### config.mk
export PLATFORM = sky130hd
export DESIGN_NAME = ducking_audio_mixer
export DESIGN_NICKNAME = d
export VERILOG_FILES = /design/src/rtl/dam_pkg.sv /design/src/rtl/ducking_audio_mixer.sv /design/src/rtl/dam_gain_ramp.sv
export SDC_FILE = /design/constraint.sdc
export NUM_CORES = 2
export LEC_CHECK = 0
export ABC_AREA = 1
export BUFFER_PORTS_ARGS = -buffer_cell sky130_fd_sc_hd__buf_4
export CELL_PAD_IN_SITES_DETAIL_PLACEMENT = 1
export CELL_PAD_IN_SITES_GLOBAL_PLACEMENT = 2
export CORE_UTILIZATION = 37
export DETAILED_ROUTE_END_ITERATION = 8
export MAX_ROUTING_LAYER = met4
export PLACE_DENSITY = 0.83
export SLEW_MARGIN = 25
export SYNTH_ARGS = -nofsm -noshare
export SYNTH_HDL_FRONTEND = slang
export SYNTH_SLANG_ARGS = --single-unit
### constraint.sdc
create_clock -name clk -period 7.5 [get_ports clk]
set_input_delay 1.5 -clock clk [delete_from_list [all_inputs] [get_ports clk]]
set_output_delay 1.5 -clock clk [all_outputs]
set_load 0.02 [all_outputs]
### src/rtl/dam_pkg.sv
// ----------------------------------------------------------------------------
// Ducking audio mixer package
// Widths, reset values, register indexes and shared types.
// ----------------------------------------------------------------------------
`timescale 1ns / 1ps

package dam_pkg;

	localparam int SAMPLE_W = 16;
	localparam int GAIN_W   = 25;
	localparam int FRAC_W   = 24;
	localparam int INDEX_W  = 8;

	localparam logic [GAIN_W-1:0] GAIN_ONE          = 25'd16777216;
	localparam logic [GAIN_W-1:0] DUCK_GAIN_RST     = 25'd8388608;
	localparam logic [GAIN_W-1:0] ATTACK_STEP_RST   = 25'd140;
	localparam logic [GAIN_W-1:0] RELEASE_STEP_RST  = 25'd14;

	typedef enum logic [INDEX_W-1:0] {
		REG_DUCK_GAIN    = 8'd0,
		REG_ATTACK_STEP  = 8'd1,
		REG_RELEASE_STEP = 8'd2,
		REG_FULL_DUPLEX  = 8'd3
	} reg_index_t;

	typedef struct packed {
		logic [GAIN_W-1:0] duck_gain;
		logic [GAIN_W-1:0] attack_step;
		logic [GAIN_W-1:0] release_step;
	} ramp_cfg_t;

endpackage

### src/rtl/ducking_audio_mixer.sv
// ----------------------------------------------------------------------------
// Ducking audio mixer
// Mixes receive, link and ducked telemetry audio into one saturated sample.
// ----------------------------------------------------------------------------
// One sample per beat, one result per sample, one beat per clock sustained
// while m_tready is high. Registers in order: input with the ramped gain,
// 16 x 25 multiply, then round/add/saturate output. A stage stalls only
// when it and all later stages are full and m_tready is low; s_tready stays
// high while any stage has room. The tone gain ramps once per accepted beat,
// before use. Config writes are taken every cycle (cfg_ready is always high)
// and are meant for idle periods. No start-up delay after reset.
`timescale 1ns / 1ps

module ducking_audio_mixer (
	input  logic        clk,
	input  logic        arst_n,
	input  logic        s_tvalid,
	output logic        s_tready,
	input  logic [47:0] s_tdata,   // rx_sample, link_sample, tone_sample
	input  logic [2:0]  s_tuser,   // receiving, link_busy, tone_valid
	output logic        m_tvalid,
	input  logic        m_tready,
	output logic [15:0] m_tdata,   // mixed_sample
	output logic [0:0]  m_tuser,   // clipped
	input  logic        cfg_valid,
	output logic        cfg_ready,
	input  logic [7:0]  cfg_index,
	input  logic [24:0] cfg_data
);

	localparam int BASE_W = dam_pkg::SAMPLE_W + 1;
	localparam int PROD_W = dam_pkg::SAMPLE_W + dam_pkg::GAIN_W;
	localparam int TONE_W = PROD_W - dam_pkg::FRAC_W + 2;
	localparam int SUM_W  = TONE_W + 1;

	// config registers
	dam_pkg::ramp_cfg_t cfg_q;
	logic               full_duplex_q;

	always_ff @(posedge clk or negedge arst_n) begin
		if (!arst_n) begin
			cfg_q.duck_gain    <= dam_pkg::DUCK_GAIN_RST;
			cfg_q.attack_step  <= dam_pkg::ATTACK_STEP_RST;
			cfg_q.release_step <= dam_pkg::RELEASE_STEP_RST;
			full_duplex_q      <= 1'b0;
		end else if (cfg_valid) begin
			unique case (dam_pkg::reg_index_t'(cfg_index))
				dam_pkg::REG_DUCK_GAIN:    cfg_q.duck_gain    <= cfg_data;
				dam_pkg::REG_ATTACK_STEP:  cfg_q.attack_step  <= cfg_data;
				dam_pkg::REG_RELEASE_STEP: cfg_q.release_step <= cfg_data;
				dam_pkg::REG_FULL_DUPLEX:  full_duplex_q      <= cfg_data[0];
				default: ;
			endcase
		end
	end

	assign cfg_ready = 1'b1;

	// input fields
	logic signed [dam_pkg::SAMPLE_W-1:0] rx_sample;
	logic signed [dam_pkg::SAMPLE_W-1:0] link_sample;
	logic signed [dam_pkg::SAMPLE_W-1:0] tone_sample;
	logic                                receiving;
	logic                                link_busy;
	logic                                tone_valid;

	assign rx_sample   = s_tdata[15:0];
	assign link_sample = s_tdata[31:16];
	assign tone_sample = s_tdata[47:32];
	assign receiving   = s_tuser[0];
	assign link_busy   = s_tuser[1];
	assign tone_valid  = s_tuser[2];

	// pipeline control
	logic valid_s1, valid_s2, m_valid_q;
	logic ce_out, ce_s2, ce_s1, accept;

	assign ce_out   = !m_valid_q || m_tready;
	assign ce_s2    = !valid_s2 || ce_out;
	assign ce_s1    = !valid_s1 || ce_s2;
	assign s_tready = ce_s1;
	assign accept   = s_tvalid && ce_s1;

	// gain ramp
	logic [dam_pkg::GAIN_W-1:0] gain;

	dam_gain_ramp u_ramp (
		.clk         (clk),
		.arst_n      (arst_n),
		.advance     (accept),
		.toward_duck (receiving || link_busy),
		.cfg         (cfg_q),
		.gain        (gain)
	);

	// stage 1 inputs
	logic                                rx_en, link_en;
	logic signed [BASE_W-1:0]            base_in;
	logic [dam_pkg::SAMPLE_W-1:0]        tone_mag_in;

	assign rx_en   = full_duplex_q && receiving;
	assign link_en = (full_duplex_q || !receiving) && link_busy;
	assign base_in = (rx_en ? BASE_W'(rx_sample) : '0)
		+ (link_en ? BASE_W'(link_sample) : '0);
	assign tone_mag_in = !tone_valid ? '0
		: tone_sample[dam_pkg::SAMPLE_W-1] ? dam_pkg::SAMPLE_W'(~tone_sample + 1'b1)
		: dam_pkg::SAMPLE_W'(tone_sample);

	logic signed [BASE_W-1:0]     base_s1, base_s2;
	logic [dam_pkg::SAMPLE_W-1:0] tmag_s1;
	logic                         tneg_s1, tneg_s2;
	logic [PROD_W-1:0]            prod_s2;
	logic [15:0]                  mixed_q;
	logic                         clip_q;

	always_ff @(posedge clk or negedge arst_n) begin
		if (!arst_n) begin
			valid_s1  <= 1'b0;
			valid_s2  <= 1'b0;
			m_valid_q <= 1'b0;
		end else begin
			if (ce_s1) valid_s1 <= s_tvalid;
			if (ce_s2) valid_s2 <= valid_s1;
			if (ce_out) m_valid_q <= valid_s2;
		end
	end

	// rounding, sum and saturation
	logic [PROD_W:0]           rounded;
	logic [TONE_W-2:0]         tone_abs;
	logic signed [TONE_W-1:0]  tone_term;
	logic signed [SUM_W-1:0]   total;
	logic                      sat_hi, sat_lo;

	assign rounded   = {1'b0, prod_s2} + ((PROD_W+1)'(1) << (dam_pkg::FRAC_W - 1));
	assign tone_abs  = rounded[PROD_W:dam_pkg::FRAC_W];
	assign tone_term = tneg_s2 ? -$signed({1'b0, tone_abs}) : $signed({1'b0, tone_abs});
	assign total     = SUM_W'(base_s2) + SUM_W'(tone_term);
	assign sat_hi    = total > SUM_W'(32767);
	assign sat_lo    = total < -SUM_W'(32768);

	always_ff @(posedge clk) begin
		if (accept) begin
			base_s1 <= base_in;
			tmag_s1 <= tone_mag_in;
			tneg_s1 <= tone_sample[dam_pkg::SAMPLE_W-1];
		end
		if (ce_s2 && valid_s1) begin
			base_s2 <= base_s1;
			tneg_s2 <= tneg_s1;
			prod_s2 <= PROD_W'(tmag_s1) * PROD_W'(gain);
		end
		if (ce_out && valid_s2) begin
			mixed_q <= sat_hi ? 16'h7FFF : sat_lo ? 16'h8000 : total[15:0];
			clip_q  <= sat_hi || sat_lo;
		end
	end

	assign m_tvalid   = m_valid_q;
	assign m_tdata    = mixed_q;
	assign m_tuser[0] = clip_q;

endmodule

### src/rtl/dam_gain_ramp.sv
// ----------------------------------------------------------------------------
// Ducking gain ramp
// Holds the tone gain and moves it one step toward its target per beat.
// ----------------------------------------------------------------------------
`timescale 1ns / 1ps

module dam_gain_ramp (
	input  logic                        clk,
	input  logic                        arst_n,
	input  logic                        advance,
	input  logic                        toward_duck,
	input  dam_pkg::ramp_cfg_t          cfg,
	output logic [dam_pkg::GAIN_W-1:0]  gain
);

	logic [dam_pkg::GAIN_W-1:0] ramp_gain_q;
	logic [dam_pkg::GAIN_W-1:0] target;
	logic [dam_pkg::GAIN_W-1:0] dist_down;
	logic [dam_pkg::GAIN_W-1:0] dist_up;
	logic [dam_pkg::GAIN_W-1:0] gain_next;

	assign target    = toward_duck ? cfg.duck_gain : dam_pkg::GAIN_ONE;
	assign dist_down = ramp_gain_q - target;
	assign dist_up   = target - ramp_gain_q;

	always_comb begin
		priority if (ramp_gain_q > target) begin
			gain_next = (dist_down <= cfg.attack_step) ? target
				: ramp_gain_q - cfg.attack_step;
		end else begin
			gain_next = (dist_up <= cfg.release_step) ? target
				: ramp_gain_q + cfg.release_step;
		end
	end

	always_ff @(posedge clk or negedge arst_n) begin
		if (!arst_n) begin
			ramp_gain_q <= dam_pkg::GAIN_ONE;
		end else if (advance) begin
			ramp_gain_q <= gain_next;
		end
	end

	assign gain = ramp_gain_q;

endmodule

==> metrics <==
GRT Max-Usage Layer=met2; Synth Area per Inst=6.89 um^2; setup TNS=0 ns; critical path type=reg -> reg; GRT Resource Usage Total=27.4%; main combinational cell family by area after synthesis=adder cells; Synthesized Nets=5,427; Post-Synthesis Cells=4,718; Fmax achieved=152 MHz; Post-synth top cells=nand2_1 (1,494), inv_1 (1,082), fa_1 (325); initial antenna violation count=1; Hold Path Origin=base_s1[10]; EDFF count, synth=87; slowest cell on the critical path=edfxtp_1; Antenna Nets Post-Route=0; H-tree Lvls=4; CP max FO=25; die area=89,000 um^2; outcome=finished, final reports clean; R2R depth=23; RSZ-0062 raised after global routing=false; vias per inst=4.93; max incr delay on CP=1.04 ns; biggest area consumer among synthesized cells=fa_1; largest net degree at the start of global routing=63; nets=5,452; Clock Skew=0.0307 ns; Setup Buffers After CTS=0; Ys Warns=0; Worst setup startpoint=tmag_s1[1]; Die H=298 um; num rows=108; Worst Path Arrival=6.85 ns; register area share after synthesis=16.1%; initial core utilization=37.4%; worst skew pair latency=0.53 ns; First DRT Iteration DRCs=1,371; Final Critical Period=6.58 ns; fillers=11,175; share of the synthesized area in the top cell type=20.0%; Required @ worst endpoint=7.76 ns; clk slew on worst S/H paths=0.10 ns; CTS Buf Count=17; detailed-placement wirelength estimate=98,300 um; Routed WL=115,000 um; area of the mapped netlist=32,500 um^2; Fin. Hold Viols=0; Core ar.=86,900 um^2; ys async rst share=54.5%; Worst setup SP type=flip-flop; adder-cell area share of the yosys netlist=31.4%; Critical R2R Launch=tmag_s1[1]; Final Cycle Share=87.8%; post-cts resize count=0; First-pass DRT Iterations=5; max-slew violation count=0; Die W=298 um; cell with the most instances after synthesis=nand2_1; via count=29,153; clk buf depth=2; first-pass GRT wire length=182,000 um; TritonCTS clock tree=built; worst hold stages=0; WL/cell=19.4 um; Hold EP=base_s2[10]; share of layout cells above drive strength 1=6.56%; crit path cell chain=nand2_1 -> fa_1 -> inv_1 -> fa_1 -> inv_1 -> fa_1 -> inv_1 -> fa_1 -> fa_1 -> inv_1 -> fa_1 -> inv_1 -> ha_1 -> a21oi_1 -> o21ai_0 -> a21oi_1 -> inv_1 -> a21oi_1 -> o21ai_0 -> nand2_1 -> nand3_1 -> nand2_1 -> nand2_1; met2 Track Usage GR=46.7%; Synth cell types=61; maxcap violations=0; GR Layer Usage met3=1.99%; Placer Congestion=0.925; vias in the first global route=31,526; GRT overflow=0; Slew HR=29.5%; CTS Hold Bufs=0; RR Endpoint=prod_s2[38]; GRT met1 Usage=34.9%; CTS Root Cell=clkbuf_16; Top FF cell, synth=dfrtp_1; R2R setup slack=0.92 ns; Synth Area in Compound Gates=6.84%; Final setup viols=0; DRC viols=0; Critical Path Sink Type=flip-flop; Layout area overhead=7.94%; IO Port Bufs=107; Synth area leaders=fa_1 (20%), nand2_1 (17%), inv_1 (13%); mux cell area share after synthesis=0%; Yosys reg bits=191; I/O pins=109; Hold Path Class=reg -> reg; Slew @ Worst Pin=1.06 ns; worst slack, placed=0.647 ns; CTS sink count=191; PnR worst setup slack=0.917 ns; post-synthesis xor/xnor area fraction=3.49%; Post-Synth Simple-Gate Area=27.3%
## kinds of logic after synthesis
| kind of cell | after synthesis |
|---|---|
| xor gates and xnor gates | 127 |
| AOI/OAI and AO/OA | 405 |
| DFF | 191 |
| adders and majority gates | 620 |
| and+or+nand+nor | 2123 |
| other | 1 |
| buffers and inverters | 1251 |
## state kept, by name, indices dropped and copies added (netlist names)
name and cells:
cfg_q 75, u_ramp.gain 25, prod_s2 18, base_s1 17, base_s2 17, m_tdata 16
tmag_s1 16, full_duplex_q 1, m_tuser 1, m_tvalid 1, tneg_s1 1, tneg_s2 1
valid_s1 1, valid_s2 1
## critical path: cells and delay by family, from the launching register on
| kind | cells | cell delay (ns) |
|---|---|---|
| AO/OA/AOI/OAI | 5 | 0.83 |
| AND/OR/NAND/NOR | 5 | 0.54 |
| buffers and inverters | 6 | 0.40 |
| adder cells (fa/ha/maj) | 7 | 3.50 |
| flip-flops | 1 | 1.04 |
## per-stage QoR
stage / cells / hold WS [ns] / instance area, um^2 / util (%)
after floorplan: 4718 / 0.400 / 32500 / -
after global placement: 5879 / 0.401 / 34500 / 39.7
after detailed placement: 5879 / 0.406 / 34500 / 39.7
after CTS: 5911 / 0.427 / 35100 / 40.4
after global routing: 5911 / 0.438 / 35100 / 40.4
final: 5912 / 0.423 / 35100 / 40.4
## worst max-delay path by stage
stage / endpoint / slack [ns] / cells after the start
after detailed placement: u_ramp.gain[24] / 0.65 / 29
after global routing: prod_s2[36] / 0.55 / 20
final: prod_s2[38] / 0.92 / 23
after CTS: prod_s2[36] / 0.90 / 21
after floorplan: prod_s2[38] / 1.71 / 22
after global placement: u_ramp.gain[24] / 0.76 / 29
## layout make-up
| type | instances | area, um^2 | share of cell area [%] |
|---|---|---|---|
| antenna | 1 | 2.50 | 0.00714 |
| clock buffer | 18 | 450 | 1.28 |
| clock inverter | 14 | 160 | 0.457 |
| inverter | 1093 | 4110 | 11.7 |
| multi-input combinational | 3276 | 22400 | 64.0 |
| sequential | 191 | 5230 | 14.9 |
| tap | 1155 | 1450 | 4.12 |
| timing repair buffer | 164 | 1240 | 3.55 |
## placed cells by master (no fill, tap or decap), drive strengths merged, types with 3 or more instances in the layout
master and instances:
o21ai 151, nor3 33, xnor2 44, nand3 185, and3 7, dfstp 8
inv 1097, a21o 17, dfrtp 96, edfxtp 87, fa 325, o21bai 19
nor4 6, a21oi 182, nand2 1524, a31oi 14, nor2 288, or2 4
and2 8, clkinv 9, nand4 48, nand3b 19, buf 164, o211ai 3
o2111ai 3, xor2 83, a21boi 6, clkbuf 18, o21a 5, ha 295
## metal layers
| layer | vias to the layer above | share of wire, % | wire length [um] |
|---|---|---|---|
| met1 | 14433 | 46 | 52800 |
| met5 | - | 0 | 0 |
| met3 | 121 | 2.5 | 2830 |
| met2 | 408 | 49 | 56300 |
| li1 | 14191 | - | - |
| met4 | 0 | 2.6 | 2990 |
Power is not shown: default switching activity piles up to over one toggle a cycle in this logic, so the estimate is an artifact.
